### config.mk
export PLATFORM = sky130hd
export DESIGN_NAME = brush_dab_placement
export DESIGN_NICKNAME = d
export VERILOG_FILES = /design/src/bdp_pkg.sv /design/src/brush_dab_placement.sv /design/src/bdp_lfsr.sv /design/src/bdp_itu.sv
export VERILOG_INCLUDE_DIRS = /design/src /design/src/src
export SDC_FILE = /design/constraint.sdc
export NUM_CORES = 2
export LEC_CHECK = 0
export ABC_AREA = 1
export CAP_MARGIN = 15
export CORE_UTILIZATION = 31
export CTS_CLUSTER_SIZE = 10
export DETAILED_ROUTE_END_ITERATION = 10
export DONT_BUFFER_PORTS = 1
export HOLD_SLACK_MARGIN = 0.05
export PLACE_DENSITY = 0.44
export RECOVER_POWER = 100
export SLEW_MARGIN = 5
export SYNTH_ARGS = -nofsm -noshare
export SYNTH_HDL_FRONTEND = slang
export SYNTH_SLANG_ARGS = --single-unit
### constraint.sdc
create_clock -name i_clk -period 22.4 [get_ports i_clk]
set_clock_uncertainty 0.05 [all_clocks]
set_input_delay 4.48 -clock i_clk [delete_from_list [all_inputs] [get_ports i_clk]]
set_output_delay 4.48 -clock i_clk [all_outputs]
set_load 0.01 [all_outputs]
### src/brush_dab_placement_macros.svh
// Assertion macros used by the brush dab placement top module.
`ifndef BRUSH_DAB_PLACEMENT_MACROS_SVH
`define BRUSH_DAB_PLACEMENT_MACROS_SVH
`ifndef ASSERT_OFF
// Antecedent in a cycle implies the consequent in the same cycle.
`define BDP_ASSERT_IMP(lbl, clk, rst_n, ante, cons) \
    lbl: assert property (@(posedge clk) disable iff (!rst_n) (ante) |-> (cons)) \
        else $error("brush dab placement check failed");
// Condition holds at every clock edge outside reset.
`define BDP_ASSERT_ALWAYS(lbl, clk, rst_n, cond) \
    lbl: assert property (@(posedge clk) disable iff (!rst_n) (cond)) \
        else $error("brush dab placement invariant failed");
`else
`define BDP_ASSERT_IMP(lbl, clk, rst_n, ante, cons)
`define BDP_ASSERT_ALWAYS(lbl, clk, rst_n, cond)
`endif
`endif

### src/bdp_pkg.sv
package bdp_pkg;

    // Sequencer states.
    typedef enum logic [4:0] {
        ST_IDLE, ST_SQX, ST_SQY, ST_SQS, ST_SQRT, ST_CHK, ST_SZP, ST_JIT, ST_JH,
        ST_JS, ST_ANG, ST_ANGW, ST_PX, ST_DXS, ST_DXW, ST_PY, ST_DYS, ST_DYW,
        ST_STEP, ST_EMIT, ST_FIN
    } t_state;

    // Operations of the iterative root and divide unit.
    typedef enum logic {
        ITU_SQRT,
        ITU_DIV
    } t_itu_op;

    typedef struct packed {
        logic    start;
        t_itu_op op;
    } t_itu_ctl;

    typedef struct packed {
        logic busy;
        logic done;
    } t_itu_stat;

    // Configuration register indexes.
    localparam logic [2:0] CFG_SPACING   = 3'd0;
    localparam logic [2:0] CFG_BASE_SIZE = 3'd1;
    localparam logic [2:0] CFG_SIZE_PRS  = 3'd2;
    localparam logic [2:0] CFG_ALPHA_PRS = 3'd3;
    localparam logic [2:0] CFG_ANG_JIT   = 3'd4;
    localparam logic [2:0] CFG_SIZE_JIT  = 3'd5;

    // Noise generator seed and tap mask.
    localparam logic [15:0] LFSR_SEED = 16'hACE1;
    localparam logic [15:0] LFSR_MASK = 16'hB400;

    // Both root and quotient have 17 result bits.
    localparam logic [4:0] ITU_LAST = 5'd16;

endpackage

### src/brush_dab_placement.sv
// Channel | Direction | Handshake                   | Payload
// in      | input     | i_in_valid / o_in_ready     | start, end, carry, pressure
// out     | output    | o_out_valid / i_out_ready   | kind, dab fields, carry, cut, last
// cfg     | input     | i_cfg_valid / o_cfg_ready   | i_cfg_index, i_cfg_data
//
// A segment takes setup and a square root, then per dab shared multiplies and two
// divisions, and finally the leftover item; a zero-length segment emits no item.
// The iterative root and divide unit computes one result bit per cycle.
// Reset is synchronous and active low; it restores the register defaults and seed.
// The input is not ready until the leftover item is loaded into the output register or a zero-length segment ends.
// A stalled output holds the sequencer at its emit or finish step.
module brush_dab_placement import bdp_pkg::*; #(
    parameter int MAX_DABS   = 64,
    parameter int COORD_BITS = 16
) (
    input  logic        i_clk,
    input  logic        i_rst_n,
    input  logic        i_in_valid,
    output logic        o_in_ready,
    input  logic [15:0] i_start_x,
    input  logic [15:0] i_start_y,
    input  logic [15:0] i_end_x,
    input  logic [15:0] i_end_y,
    input  logic [15:0] i_carry_in,
    input  logic [8:0]  i_pressure,
    output logic        o_out_valid,
    input  logic        i_out_ready,
    output logic        o_kind,
    output logic [15:0] o_dab_x,
    output logic [15:0] o_dab_y,
    output logic [12:0] o_dab_size,
    output logic [8:0]  o_dab_alpha,
    output logic [15:0] o_dab_angle,
    output logic [15:0] o_carry_out,
    output logic        o_cut_short,
    output logic        o_last,
    input  logic        i_cfg_valid,
    output logic        o_cfg_ready,
    input  logic [2:0]  i_cfg_index,
    input  logic [15:0] i_cfg_data
);

`include "brush_dab_placement_macros.svh"

    localparam int N_W = $clog2(MAX_DABS);
    localparam logic [N_W-1:0] N_LIM = N_W'(MAX_DABS - 1);
    localparam logic [24:0] C_MAX = 25'((64'd1 << COORD_BITS) - 64'd1);

    t_state r_state, n_state;

    // Configuration registers.
    logic [11:0] r_spacing, r_base;
    logic        r_sfp, r_afp;
    logic [15:0] r_aj;
    logic [8:0]  r_sj;

    // Segment and dab working registers.
    logic [15:0] r_sx, r_sy, r_mx, r_my;
    logic        r_negx, r_negy;
    logic [8:0]  r_pr;
    logic [18:0] r_t;
    logic [16:0] r_dist;
    logic [32:0] r_sq;
    logic [N_W-1:0] r_n;
    logic        r_cut;
    logic [12:0] r_size, n_size;
    logic [8:0]  r_alpha;
    logic [15:0] r_angle, r_px, r_py;
    logic [42:0] r_prod;

    // Output register.
    logic        r_ov, r_kind, r_ocut, r_olast;
    logic [15:0] r_ox, r_oy, r_oangle, r_ocarry;
    logic [12:0] r_osize;
    logic [8:0]  r_oalpha;

    // Shared multiplier operands and unit controls.
    logic [25:0] w_ma;
    logic [16:0] w_mb;
    logic        w_mul_en, w_adv;
    t_itu_ctl    w_ctl;
    t_itu_stat   w_stat;
    logic [16:0] w_itu_res;
    logic [15:0] w_rnd;
    logic        w_slot, w_acc_in;
    logic [16:0] w_dx, w_dy;
    logic [26:0] w_h;
    logic [16:0] w_step;
    logic [18:0] w_left;
    logic [32:0] w_rad;
    logic [34:0] w_num;

    function automatic logic [15:0] f_place(input logic [15:0] s, input logic neg,
                                            input logic [16:0] q);
        logic signed [25:0] p;
        logic [15:0] v;
        p = neg ? ($signed({10'b0, s}) - $signed({9'b0, q}))
                : ($signed({10'b0, s}) + $signed({9'b0, q}));
        if (p < 0) begin
            v = '0;
        end else if (p > $signed({1'b0, C_MAX})) begin
            v = C_MAX[15:0];
        end else begin
            v = p[15:0];
        end
        return v;
    endfunction

    bdp_lfsr u_lfsr (
        .i_clk   (i_clk),
        .i_rst_n (i_rst_n),
        .i_adv   (w_adv),
        .o_next  (w_rnd)
    );

    bdp_itu u_itu (
        .i_clk      (i_clk),
        .i_rst_n    (i_rst_n),
        .i_ctl      (w_ctl),
        .i_radicand (w_rad),
        .i_num      (w_num),
        .i_den      ({r_dist, 1'b0}),
        .o_stat     (w_stat),
        .o_result   (w_itu_res)
    );

    assign o_cfg_ready = 1'b1;
    assign o_in_ready  = (r_state == ST_IDLE);
    assign w_acc_in    = i_in_valid && o_in_ready;
    assign w_slot      = !r_ov || i_out_ready;
    assign w_dx        = {1'b0, i_end_x} - {1'b0, i_start_x};
    assign w_dy        = {1'b0, i_end_y} - {1'b0, i_start_y};
    assign w_h = 27'sd32768 + {2'b0, r_prod[24:0]} - {11'b0, r_sj, 7'b0};
    assign w_step = (r_prod[24:8] < 17'd16) ? 17'd16 : r_prod[24:8];
    assign w_left = (r_t > {2'b0, r_dist}) ? (r_t - {2'b0, r_dist}) : 19'd0;
    assign w_rad  = r_sq + r_prod[32:0];
    assign w_num  = {1'b0, r_prod[32:0], 1'b0} + {18'b0, r_dist};

    // Configuration writes.
    always_ff @(posedge i_clk) begin
        if (!i_rst_n) begin
            r_spacing <= 12'd64;
            r_base    <= 12'd160;
            r_sfp     <= 1'b0;
            r_afp     <= 1'b0;
            r_aj      <= '0;
            r_sj      <= '0;
        end else if (i_cfg_valid) begin
            case (i_cfg_index)
                CFG_SPACING:   r_spacing <= i_cfg_data[11:0];
                CFG_BASE_SIZE: r_base    <= i_cfg_data[11:0];
                CFG_SIZE_PRS:  r_sfp     <= i_cfg_data[0];
                CFG_ALPHA_PRS: r_afp     <= i_cfg_data[0];
                CFG_ANG_JIT:   r_aj      <= i_cfg_data;
                CFG_SIZE_JIT:  r_sj      <= i_cfg_data[8:0];
                default: ;
            endcase
        end
    end

    // Next state.
    always_comb begin
        n_state = r_state;
        case (r_state)
            ST_IDLE: if (w_acc_in) n_state = ST_SQX;
            ST_SQX:  n_state = ST_SQY;
            ST_SQY:  n_state = ST_SQS;
            ST_SQS:  n_state = ST_SQRT;
            ST_SQRT: begin
                if (w_stat.done) n_state = (w_itu_res == 17'd0) ? ST_IDLE : ST_CHK;
            end
            ST_CHK: begin
                if (r_t > {2'b0, r_dist} || r_n >= N_LIM) n_state = ST_FIN;
                else if (r_sfp) n_state = ST_SZP;
                else n_state = ST_JIT;
            end
            ST_SZP:  n_state = ST_JIT;
            ST_JIT:  n_state = (r_sj != 9'd0) ? ST_JH : ST_ANG;
            ST_JH:   n_state = w_h[26] ? ST_ANG : ST_JS;
            ST_JS:   n_state = ST_ANG;
            ST_ANG:  n_state = (r_aj != 16'd0) ? ST_ANGW : ST_PX;
            ST_ANGW: n_state = ST_PX;
            ST_PX:   n_state = ST_DXS;
            ST_DXS:  n_state = ST_DXW;
            ST_DXW:  if (w_stat.done) n_state = ST_PY;
            ST_PY:   n_state = ST_DYS;
            ST_DYS:  n_state = ST_DYW;
            ST_DYW:  if (w_stat.done) n_state = ST_STEP;
            ST_STEP: n_state = ST_EMIT;
            ST_EMIT: if (w_slot) n_state = ST_CHK;
            ST_FIN:  if (w_slot) n_state = ST_IDLE;
            default: n_state = ST_IDLE;
        endcase
    end

    // Unit controls and multiplier operands.
    always_comb begin
        w_ma     = '0;
        w_mb     = '0;
        w_mul_en = 1'b0;
        w_adv    = 1'b0;
        w_ctl    = '{start: 1'b0, op: ITU_SQRT};
        case (r_state)
            ST_SQX: begin
                w_ma = {10'b0, r_mx}; w_mb = {1'b0, r_mx}; w_mul_en = 1'b1;
            end
            ST_SQY: begin
                w_ma = {10'b0, r_my}; w_mb = {1'b0, r_my}; w_mul_en = 1'b1;
            end
            ST_SQS: w_ctl = '{start: 1'b1, op: ITU_SQRT};
            ST_CHK: begin
                w_ma = {14'b0, r_base}; w_mb = {8'b0, r_pr}; w_mul_en = 1'b1;
            end
            ST_JIT: begin
                if (r_sj != 9'd0) begin
                    w_adv = 1'b1;
                    w_ma = {10'b0, w_rnd}; w_mb = {8'b0, r_sj}; w_mul_en = 1'b1;
                end
            end
            ST_JH: begin
                w_ma = w_h[25:0]; w_mb = {4'b0, r_size}; w_mul_en = 1'b1;
            end
            ST_ANG: begin
                if (r_aj != 16'd0) begin
                    w_adv = 1'b1;
                    w_ma = {10'b0, w_rnd}; w_mb = {1'b0, r_aj}; w_mul_en = 1'b1;
                end
            end
            ST_PX: begin
                w_ma = {10'b0, r_mx}; w_mb = r_t[16:0]; w_mul_en = 1'b1;
            end
            ST_PY: begin
                w_ma = {10'b0, r_my}; w_mb = r_t[16:0]; w_mul_en = 1'b1;
            end
            ST_DXS, ST_DYS: w_ctl = '{start: 1'b1, op: ITU_DIV};
            ST_STEP: begin
                w_ma = {13'b0, r_size}; w_mb = {5'b0, r_spacing}; w_mul_en = 1'b1;
            end
            default: ;
        endcase
    end

    // Dab size update.
    always_comb begin
        n_size = r_size;
        case (r_state)
            ST_CHK: n_size = {1'b0, r_base};
            ST_SZP: n_size = (r_prod[19:8] < 12'd16) ? 13'd16 : {1'b0, r_prod[19:8]};
            ST_JH:  if (w_h[26]) n_size = '0;
            ST_JS:  n_size = (r_prod[42:15] > 28'd8191) ? 13'd8191 : r_prod[27:15];
            default: ;
        endcase
    end

    // Sequencer state.
    always_ff @(posedge i_clk) begin
        if (!i_rst_n) r_state <= ST_IDLE;
        else r_state <= n_state;
    end

    // Working registers.
    always_ff @(posedge i_clk) begin
        if (w_mul_en) r_prod <= w_ma * w_mb;
        r_size <= n_size;
        if (w_acc_in) begin
            r_sx   <= i_start_x;
            r_sy   <= i_start_y;
            r_negx <= w_dx[16];
            r_negy <= w_dy[16];
            r_mx   <= w_dx[16] ? 16'(-w_dx) : w_dx[15:0];
            r_my   <= w_dy[16] ? 16'(-w_dy) : w_dy[15:0];
            r_pr   <= (i_pressure > 9'd256) ? 9'd256 : i_pressure;
            r_t    <= {3'b0, i_carry_in};
            r_n    <= '0;
            r_cut  <= 1'b0;
        end
        case (r_state)
            ST_SQY:  r_sq <= r_prod[32:0];
            ST_SQRT: if (w_stat.done) r_dist <= w_itu_res;
            ST_CHK: begin
                if (r_t <= {2'b0, r_dist} && r_n >= N_LIM) r_cut <= 1'b1;
                r_angle <= '0;
            end
            ST_ANG:  r_alpha <= r_afp ? r_pr : 9'd256;
            ST_ANGW: r_angle <= r_prod[31:16];
            ST_DXW:  if (w_stat.done) r_px <= f_place(r_sx, r_negx, w_itu_res);
            ST_DYW:  if (w_stat.done) r_py <= f_place(r_sy, r_negy, w_itu_res);
            ST_EMIT: begin
                if (w_slot) begin
                    r_t <= r_t + {2'b0, w_step};
                    r_n <= r_n + 1'b1;
                end
            end
            default: ;
        endcase
    end

    // Output register control.
    always_ff @(posedge i_clk) begin
        if (!i_rst_n) begin
            r_ov <= 1'b0;
        end else if ((r_state == ST_EMIT || r_state == ST_FIN) && w_slot) begin
            r_ov <= 1'b1;
        end else if (i_out_ready) begin
            r_ov <= 1'b0;
        end
    end

    // Output payload load.
    always_ff @(posedge i_clk) begin
        if (w_slot && r_state == ST_EMIT) begin
            r_kind   <= 1'b0;
            r_ox     <= r_px;
            r_oy     <= r_py;
            r_osize  <= r_size;
            r_oalpha <= r_alpha;
            r_oangle <= r_angle;
            r_ocarry <= '0;
            r_ocut   <= 1'b0;
            r_olast  <= 1'b0;
        end else if (w_slot && r_state == ST_FIN) begin
            r_kind   <= 1'b1;
            r_ox     <= '0;
            r_oy     <= '0;
            r_osize  <= '0;
            r_oalpha <= '0;
            r_oangle <= '0;
            r_ocarry <= (w_left > 19'd65535) ? 16'hFFFF : w_left[15:0];
            r_ocut   <= r_cut;
            r_olast  <= 1'b1;
        end
    end

    assign o_out_valid = r_ov;
    assign o_kind      = r_kind;
    assign o_dab_x     = r_ox;
    assign o_dab_y     = r_oy;
    assign o_dab_size  = r_osize;
    assign o_dab_alpha = r_oalpha;
    assign o_dab_angle = r_oangle;
    assign o_carry_out = r_ocarry;
    assign o_cut_short = r_ocut;
    assign o_last      = r_olast;

    // The divider or root only finishes while the sequencer waits for it.
    `BDP_ASSERT_IMP(a_done_wait, i_clk, i_rst_n, w_stat.done, (r_state == ST_SQRT || r_state == ST_DXW || r_state == ST_DYW))
    // A dab is only emitted inside the segment.
    `BDP_ASSERT_IMP(a_emit_inside, i_clk, i_rst_n, r_state == ST_EMIT, r_t <= {2'b0, r_dist})
    // The dab count never passes the run limit.
    `BDP_ASSERT_IMP(a_count_limit, i_clk, i_rst_n, r_state != ST_IDLE && r_state != ST_SQX, r_n <= N_LIM)

endmodule

### src/bdp_lfsr.sv
module bdp_lfsr import bdp_pkg::*; (
    input  logic        i_clk,
    input  logic        i_rst_n,
    input  logic        i_adv,
    output logic [15:0] o_next
);

    logic [15:0] r_lfsr;

    // Galois step, shifting right.
    assign o_next = r_lfsr[0] ? ((r_lfsr >> 1) ^ LFSR_MASK) : (r_lfsr >> 1);

    always_ff @(posedge i_clk) begin
        if (!i_rst_n) begin
            r_lfsr <= LFSR_SEED;
        end else if (i_adv) begin
            r_lfsr <= o_next;
        end
    end

endmodule

### src/bdp_itu.sv
module bdp_itu import bdp_pkg::*; (
    input  logic        i_clk,
    input  logic        i_rst_n,
    input  t_itu_ctl    i_ctl,
    input  logic [32:0] i_radicand,
    input  logic [34:0] i_num,
    input  logic [17:0] i_den,
    output t_itu_stat   o_stat,
    output logic [16:0] o_result
);

    logic        r_busy, r_done;
    t_itu_op     r_op;
    logic [4:0]  r_cnt;
    logic [33:0] r_acc, r_res, r_bit;

    logic [33:0] w_sub_a, w_sub_b;
    logic [34:0] w_diff;
    logic        w_ge;
    logic [18:0] w_rem2;

    // One shared compare and subtract serves both operations.
    assign w_rem2 = {r_acc[17:0], r_res[16]};
    always_comb begin
        if (r_op == ITU_SQRT) begin
            w_sub_a = r_acc;
            w_sub_b = r_res + r_bit;
        end else begin
            w_sub_a = {15'b0, w_rem2};
            w_sub_b = r_bit;
        end
    end
    assign w_diff = {1'b0, w_sub_a} - {1'b0, w_sub_b};
    assign w_ge   = ~w_diff[34];

    // Control: one result bit per cycle.
    always_ff @(posedge i_clk) begin
        if (!i_rst_n) begin
            r_busy <= 1'b0;
            r_done <= 1'b0;
            r_cnt  <= '0;
        end else if (i_ctl.start) begin
            r_busy <= 1'b1;
            r_done <= 1'b0;
            r_cnt  <= ITU_LAST;
        end else if (r_busy) begin
            r_cnt  <= r_cnt - 5'd1;
            r_busy <= (r_cnt != 5'd0);
            r_done <= (r_cnt == 5'd0);
        end else begin
            r_done <= 1'b0;
        end
    end

    // Datapath for root and restoring division.
    always_ff @(posedge i_clk) begin
        if (i_ctl.start) begin
            r_op <= i_ctl.op;
            if (i_ctl.op == ITU_SQRT) begin
                r_acc <= {1'b0, i_radicand};
                r_res <= '0;
                r_bit <= 34'h1_0000_0000;
            end else begin
                r_acc <= {16'b0, i_num[34:17]};
                r_res <= {17'b0, i_num[16:0]};
                r_bit <= {16'b0, i_den};
            end
        end else if (r_busy) begin
            if (r_op == ITU_SQRT) begin
                if (w_ge) begin
                    r_acc <= w_diff[33:0];
                    r_res <= (r_res >> 1) + r_bit;
                end else begin
                    r_res <= r_res >> 1;
                end
                r_bit <= r_bit >> 2;
            end else begin
                r_acc <= w_ge ? w_diff[33:0] : {15'b0, w_rem2};
                r_res <= {r_res[32:0], w_ge};
            end
        end
    end

    assign o_stat.busy = r_busy;
    assign o_stat.done = r_done;
    assign o_result    = r_res[16:0];

endmodule
; Word level (Yosys, flattened, before mapping)
; Index checks and enable logic that the tools add are counted.
[word_totals]
ff_bits = 535
out_inout_bits = 92
input_bits = 113
wordCells = 233
[op_classes]
addsub = 19
n_eq_ne = 34
n_reduce_logical = 41
n_lt_le_gt_ge = 12
muxes = 79
n_mul = 1
bitwise = 4
[op_table]
columns = op, count
row1 = $mux W34, 14
row2 = $mux W16, 13
row3 = $pmux W26 S7, 1
row4 = $pmux W17 S8, 1
row5 = $pmux W5 S21, 1
row6 = $mux W19, 4
row7 = $mux W33, 2
row8 = $gt A26 B17 Y1 const B, 2
row9 = $lt A26 B1 Y1 const B, 2
row10 = $mux W13, 4
row11 = $mux W26, 2
row12 = $pmux W13 S4, 1
row13 = $mux W5, 9
row14 = $mul A26 B17 Y43, 1
row15 = $eq A5 B4 Y1 const B, 8
row16 = $add A16 B17 Y18, 2
row17 = $sub A16 B17 Y18, 2
row18 = $add A34 B17 Y35, 1
row19 = $sub A34 B34 Y35, 1
row20 = $add A33 B34 Y34, 1
row21 = $add A34 B34 Y34, 1
row22 = $mux W17, 2
row23 = $sub A16 B16 Y17, 2
row24 = $add A33 B33 Y33, 1
row25 = other kinds (53), 112

; Longest topological paths before layout
[logic_depth]
ltp_word = 7
mapped_depth = 38
depth_no_buf = 38

; Modules after synthesis
; Synthesis repeated with hierarchy kept, for this count alone.
[hier_totals]
cells_unflattened = 7753
area_unflattened_um2 = 56893.3
[modules_own_cells]
columns = mod, seq_area_each_um2, n_inst, area_per_inst_um2, cells_per_inst
row1 = brush_dab_placement, 11270.8, 1, 44022.2, 5718
row2 = bdp_itu, 2992.9, 1, 12142.9, 1941
row3 = bdp_lfsr, 320.3, 1, 728.2, 94

; Worst setup path before layout
; Ideal clock, no wire load.
[synth_path]
path_kind = input to register
from = input i_out_ready
to = register r_oalpha[0], in the netlist o_dab_alpha[0] (enable)
setup_ns = 0.730
path_stages = 6
path_buffers = 2
required_time_ns = 21.620
t_arrival_ns = 6.649
path_slack_ns = 14.971
cell_sequence = nor2_1 > nor2_4 > inv_2 > clkbuf_1 > buf_2 > nand2_1
[synth_between]
elab_chain_len = 3
word_cells_on_any_way = 4
cone_classes = reduce/logical: 4
[synth_rtl]
columns = element, line
row1 = from (decl), brush_dab_placement.sv:27  ; input logic i_out_ready,
row2 = $logic_or A1 B1 Y1 *, brush_dab_placement.sv:130  ; assign w_slot = !r_ov || i_out_ready;
row3 = $logic_and A1 B1 Y1 (on tied branches), "brush_dab_placement.sv:311, brush_dab_placement.sv:321"
row4 = $reduce_bool A2 Y1 (no source line) *, -
row5 = to (signal assigned), brush_dab_placement.sv:316  ; r_oalpha <= r_alpha;
row6 = to (decl), brush_dab_placement.sv:75  ; logic [8:0] r_oalpha;
; Every way passes the cells marked *; elsewhere a longest branch is shown, timed or not.
; A chain may end at the register's enable or synchronous reset.

; Worst setup path in the final report
[layout_path]
from = input i_out_ready
to = register r_oangle[9], in the netlist o_dab_angle[9] (enable)
[layout_between]
elab_chain_len = 3
word_cells_on_any_way = 4
cone_classes = reduce/logical: 4
[layout_rtl]
columns = element, line
row1 = $logic_or A1 B1 Y1 *, brush_dab_placement.sv:130
row2 = $logic_and A1 B1 Y1 (on tied branches), "brush_dab_placement.sv:311, brush_dab_placement.sv:321"
row3 = $reduce_bool A2 Y1 (no source line) *, -
row4 = to (signal assigned), brush_dab_placement.sv:317  ; r_oangle <= r_angle;
row5 = to (decl), brush_dab_placement.sv:73  ; logic [15:0] r_ox, r_oy, r_oangle, r_ocarry;
; Marks and branches as above.

==> summary.md <==
| Metric | Value |
|---|---|
| Rel. slew slack | `-206.5%` |
| WL final | `234800 um` |
| Synth warn | `0` |
| Max VDD drop | `0.06390 mV` |
| Pwr dens | `121.5 nW/um2` |
| Setup violators final | `0` |
| Share of post-route cells with drive strength above 1 | `2.975%` |
| Post-cts resize count | `0` |
| Reg2reg end | `r_prod[26]$_DFFE_PP_` |
| FF-to-FF setup slack | `11410 ps` |
| FILL cells | `19800` |
| Pre-Repair DR Iteration Count | `6` |
| Reg-to-reg startpoint | `r_state[4]$_SDFFE_PN0P_` |
| Final hold vios | `0` |
| Overall Global Routing Usage | `25.08%` |
| Via count | `52610` |
| Max cap viols | `18` |
| Hold Path End | `u_lfsr.r_lfsr[7]$_SDFFE_PN1P_` |
| I/O Buffers | `0` |
| Crit-path leading delay family | `buffers and inverters` |
| Initial core utilization | `31.30%` |
| Sum Neg Setup Slack | `0 ps` |
| Post-Syn Area | `56750 um2` |
| EDFF count, synth | `403` |
| Num CTS Buffers | `70` |
| Status | `finished with violations` |
| RSZ-0062 raised after global routing | `no` |
| # clock sinks | `527` |
| Type of the most critical hold path | `reg2reg` |
| Hpwl dp | `190300 um` |
| Crit-path max FO | `54` |
| Via-to-Cell Ratio | `5.135` |
| Gr ovfl total | `0` |
| Area Overhead vs Synth | `8.484%` |
| Crit-path cells | `nor2_1, nor2_1, clkinvlp_2, nand2_1, clkbuf_1` |
| Min-Delay Path Depth | `2` |
| CTS max path bufs | `3` |
| Lkg Pwr | `29.10 nW` |
| Initial antenna violation count | `14` |
| # hold bufs at CTS | `0` |
| Top_reg_cell synth | `edfxtp_1` |
| Worst slew pin tran | `4597 ps` |
| Reg2Reg Depth | `28` |
| Overall die area | `184800 um2` |
| Die span in x | `429.9 um` |
| Ys async rst share | `0%` |
| Vias in the first global route | `51890` |
| Flops & latches, synth | `527` |
| Commonest non-fill, non-tap cell in the layout | `nand2_1` |
| Final instance area | `61570 um2` |
| Slowest cell on the critical path | `clkinvlp_2` |
| First-pass GRT wire length | `347100 um` |
| Final period utilization | `55.51%` |
| Crit path kind | `in2reg` |
| Commonest non-fill, non-tap cells in the layout | `nand2_1 (1777), inv_1 (1414), nor2_1 (856), o21ai_0 (493), a21oi_1 (460)` |
| CTS tree | `done` |
| CP Capture Type | `flop` |
| Register area share after synthesis | `25.70%` |
| CP peak stage delay | `2450 ps` |
| CP arrival | `12600 ps` |
| Largest net degree at the start of global routing | `85` |
| Tot Pwr | `7.479 mW` |
| DRT iter0 DRCs | `4497` |
| DRC | `0` |
| Required time of the critical path | `22570 ps` |
| Clk root buf | `clkbuf_16` |
| Startpoint types | `primary input` |
| Hold wc startpoint | `u_lfsr.r_lfsr[7]$_SDFFE_PN1P_` |
| Pins Over Slew Limit | `685` |
| WP buf/inv | `2` |
| Post-route antenna net violation count | `0` |
| Netlist cell types | `65` |
| Post-Syn Instances | `7832` |
| Die height | `429.9 um` |
| Nets | `8738` |
| Min cycle time layout | `12430 ps` |
| Mean Syn Cell Area | `7.246 um2` |
| CP most frequent cell | `nor2_1` |
| Num ports | `205` |
| CTS clk-pin slew, worst paths | `60 ps` |
| Clk_lat worst skew | `710 ps` |
| Routability cong. | `0.9596` |
| Avg WL per Cell | `22.92 um` |
| Core Box Area | `181300 um2` |
| Row Count | `156` |
| Violated checks | `capacitance limit, slew limit` |
| Post CTS Setup Buffer Count | `0` |
| Placed Instance Area | `59510 um2` |
| Htree depth | `3` |
| Fmax | `80.42 MHz` |
==> tightest hold or removal path, stage by stage (launching register included) <==
cell	delay [ps]
dfxtp_1	330
nand2_1	50
nand3_1	50
==> logic make-up after synthesis <==
logic type / after synthesis / share of synthesized area [%]
AND/OR/NAND/NOR: 3467 / 25.81
buffers and inverters: 1643 / 11.17
AO/OA/AOI/OAI: 1231 / 12.19
adder cells (fa/ha/maj): 808 / 22.73
flip-flops: 527 / 25.70
XOR/XNOR: 150 / 2.315
multiplexers: 4 / 0.07055
other: 2 / 0.01323
==> layer usage <==
metal | wire [um] | part of all wire (%) | track usage [%] | vias to the layer above
li1 | - | - | - | 25280
met1 | 107900 | 46 | 34.55 | 25490
met2 | 108300 | 46 | 41.32 | 1549
met3 | 11490 | 4.9 | 2.605 | 288
met4 | 7063 | 3.0 | 7.324 | 0
met5 | 0 | 0 | 0 | -
==> layout make-up <==
type / instances / area, um2 / area share, %
multi-input combinational: 5701 / 35930 / 58.35
sequential: 527 / 14580 / 23.69
inverter: 1446 / 5434 / 8.826
tap: 2370 / 2965 / 4.816
clock buffer: 101 / 1948 / 3.164
timing repair buffer: 71 / 364.1 / 0.5914
clock inverter: 20 / 321.6 / 0.5223
antenna: 9 / 22.52 / 0.03658
==> sequential cells by signal (all words and copies together), names as in the netlist, 17 cells and up <==
register	count
r_sq	33
u_itu.r_bit	26
r_prod	43
r_dist	17
u_itu.r_acc	34
r_t	19
u_itu.r_res	34
==> Yosys cell counts (all sizes together), types with 31 or more instances <==
master | n | area share [%]
a21o | 31 | 0.41
nand2 | 1788 | 12
a31oi | 32 | 0.35
ha | 436 | 9.6
edfxtp | 403 | 21
a21oi | 462 | 4.1
o21ai | 499 | 4.4
nand3 | 447 | 4.1
dfxtp | 124 | 4.4
nor2 | 869 | 5.9
xor2 | 97 | 1.5
clkbuf | 98 | 0.65
nor3 | 71 | 0.64
xnor2 | 53 | 0.82
nand4 | 184 | 2.0
fa | 372 | 13
buf | 99 | 0.95
o22ai | 39 | 0.43
o21bai | 43 | 0.57
inv | 1441 | 9.5
==> metrics by stage <==
stage / cells / hold slack (ps) / util [%] / setup WS, ps
finish: 10250 / 412.2 / 33.95 / 9966
global route: 10240 / 443.0 / 33.95 / 9320
CTS: 10240 / 408.5 / 34.07 / 13270
detailed placement: 10110 / 393.5 / 32.82 / 13290
global placement: 10110 / 394.2 / 32.82 / 13310
floorplan: 7871 / 378.7 / - / 14970
==> worst max-delay path by stage <==
stage / start / end / slack [ps] / depth (start not counted)
finish: i_out_ready / o_dab_angle[9]$_SDFFCE_PN0P_ / 9970 / 5
CTS: r_prod[1]$_DFFE_PP_ / r_prod[29]$_DFFE_PP_ / 13270 / 30
detailed placement: r_prod[1]$_DFFE_PP_ / r_prod[29]$_DFFE_PP_ / 13290 / 30
global route: i_out_ready / o_dab_angle[6]$_SDFFCE_PN0P_ / 9320 / 5
floorplan: i_out_ready / o_dab_alpha[0]$_SDFFCE_PN0P_ / 14970 / 6
global placement: r_prod[1]$_DFFE_PP_ / r_prod[26]$_DFFE_PP_ / 13310 / 31
==> power by group <==
part / internal (mW) / leakage (nW) / switching, mW
Clock: 0.647 / 1.09 / 0.488
Combinational: 1.38 / 23.2 / 3.37
Sequential: 1.35 / 4.78 / 0.245
Total: 3.38 / 29.1 / 4.10
Power figures use the tool's default switching activity.
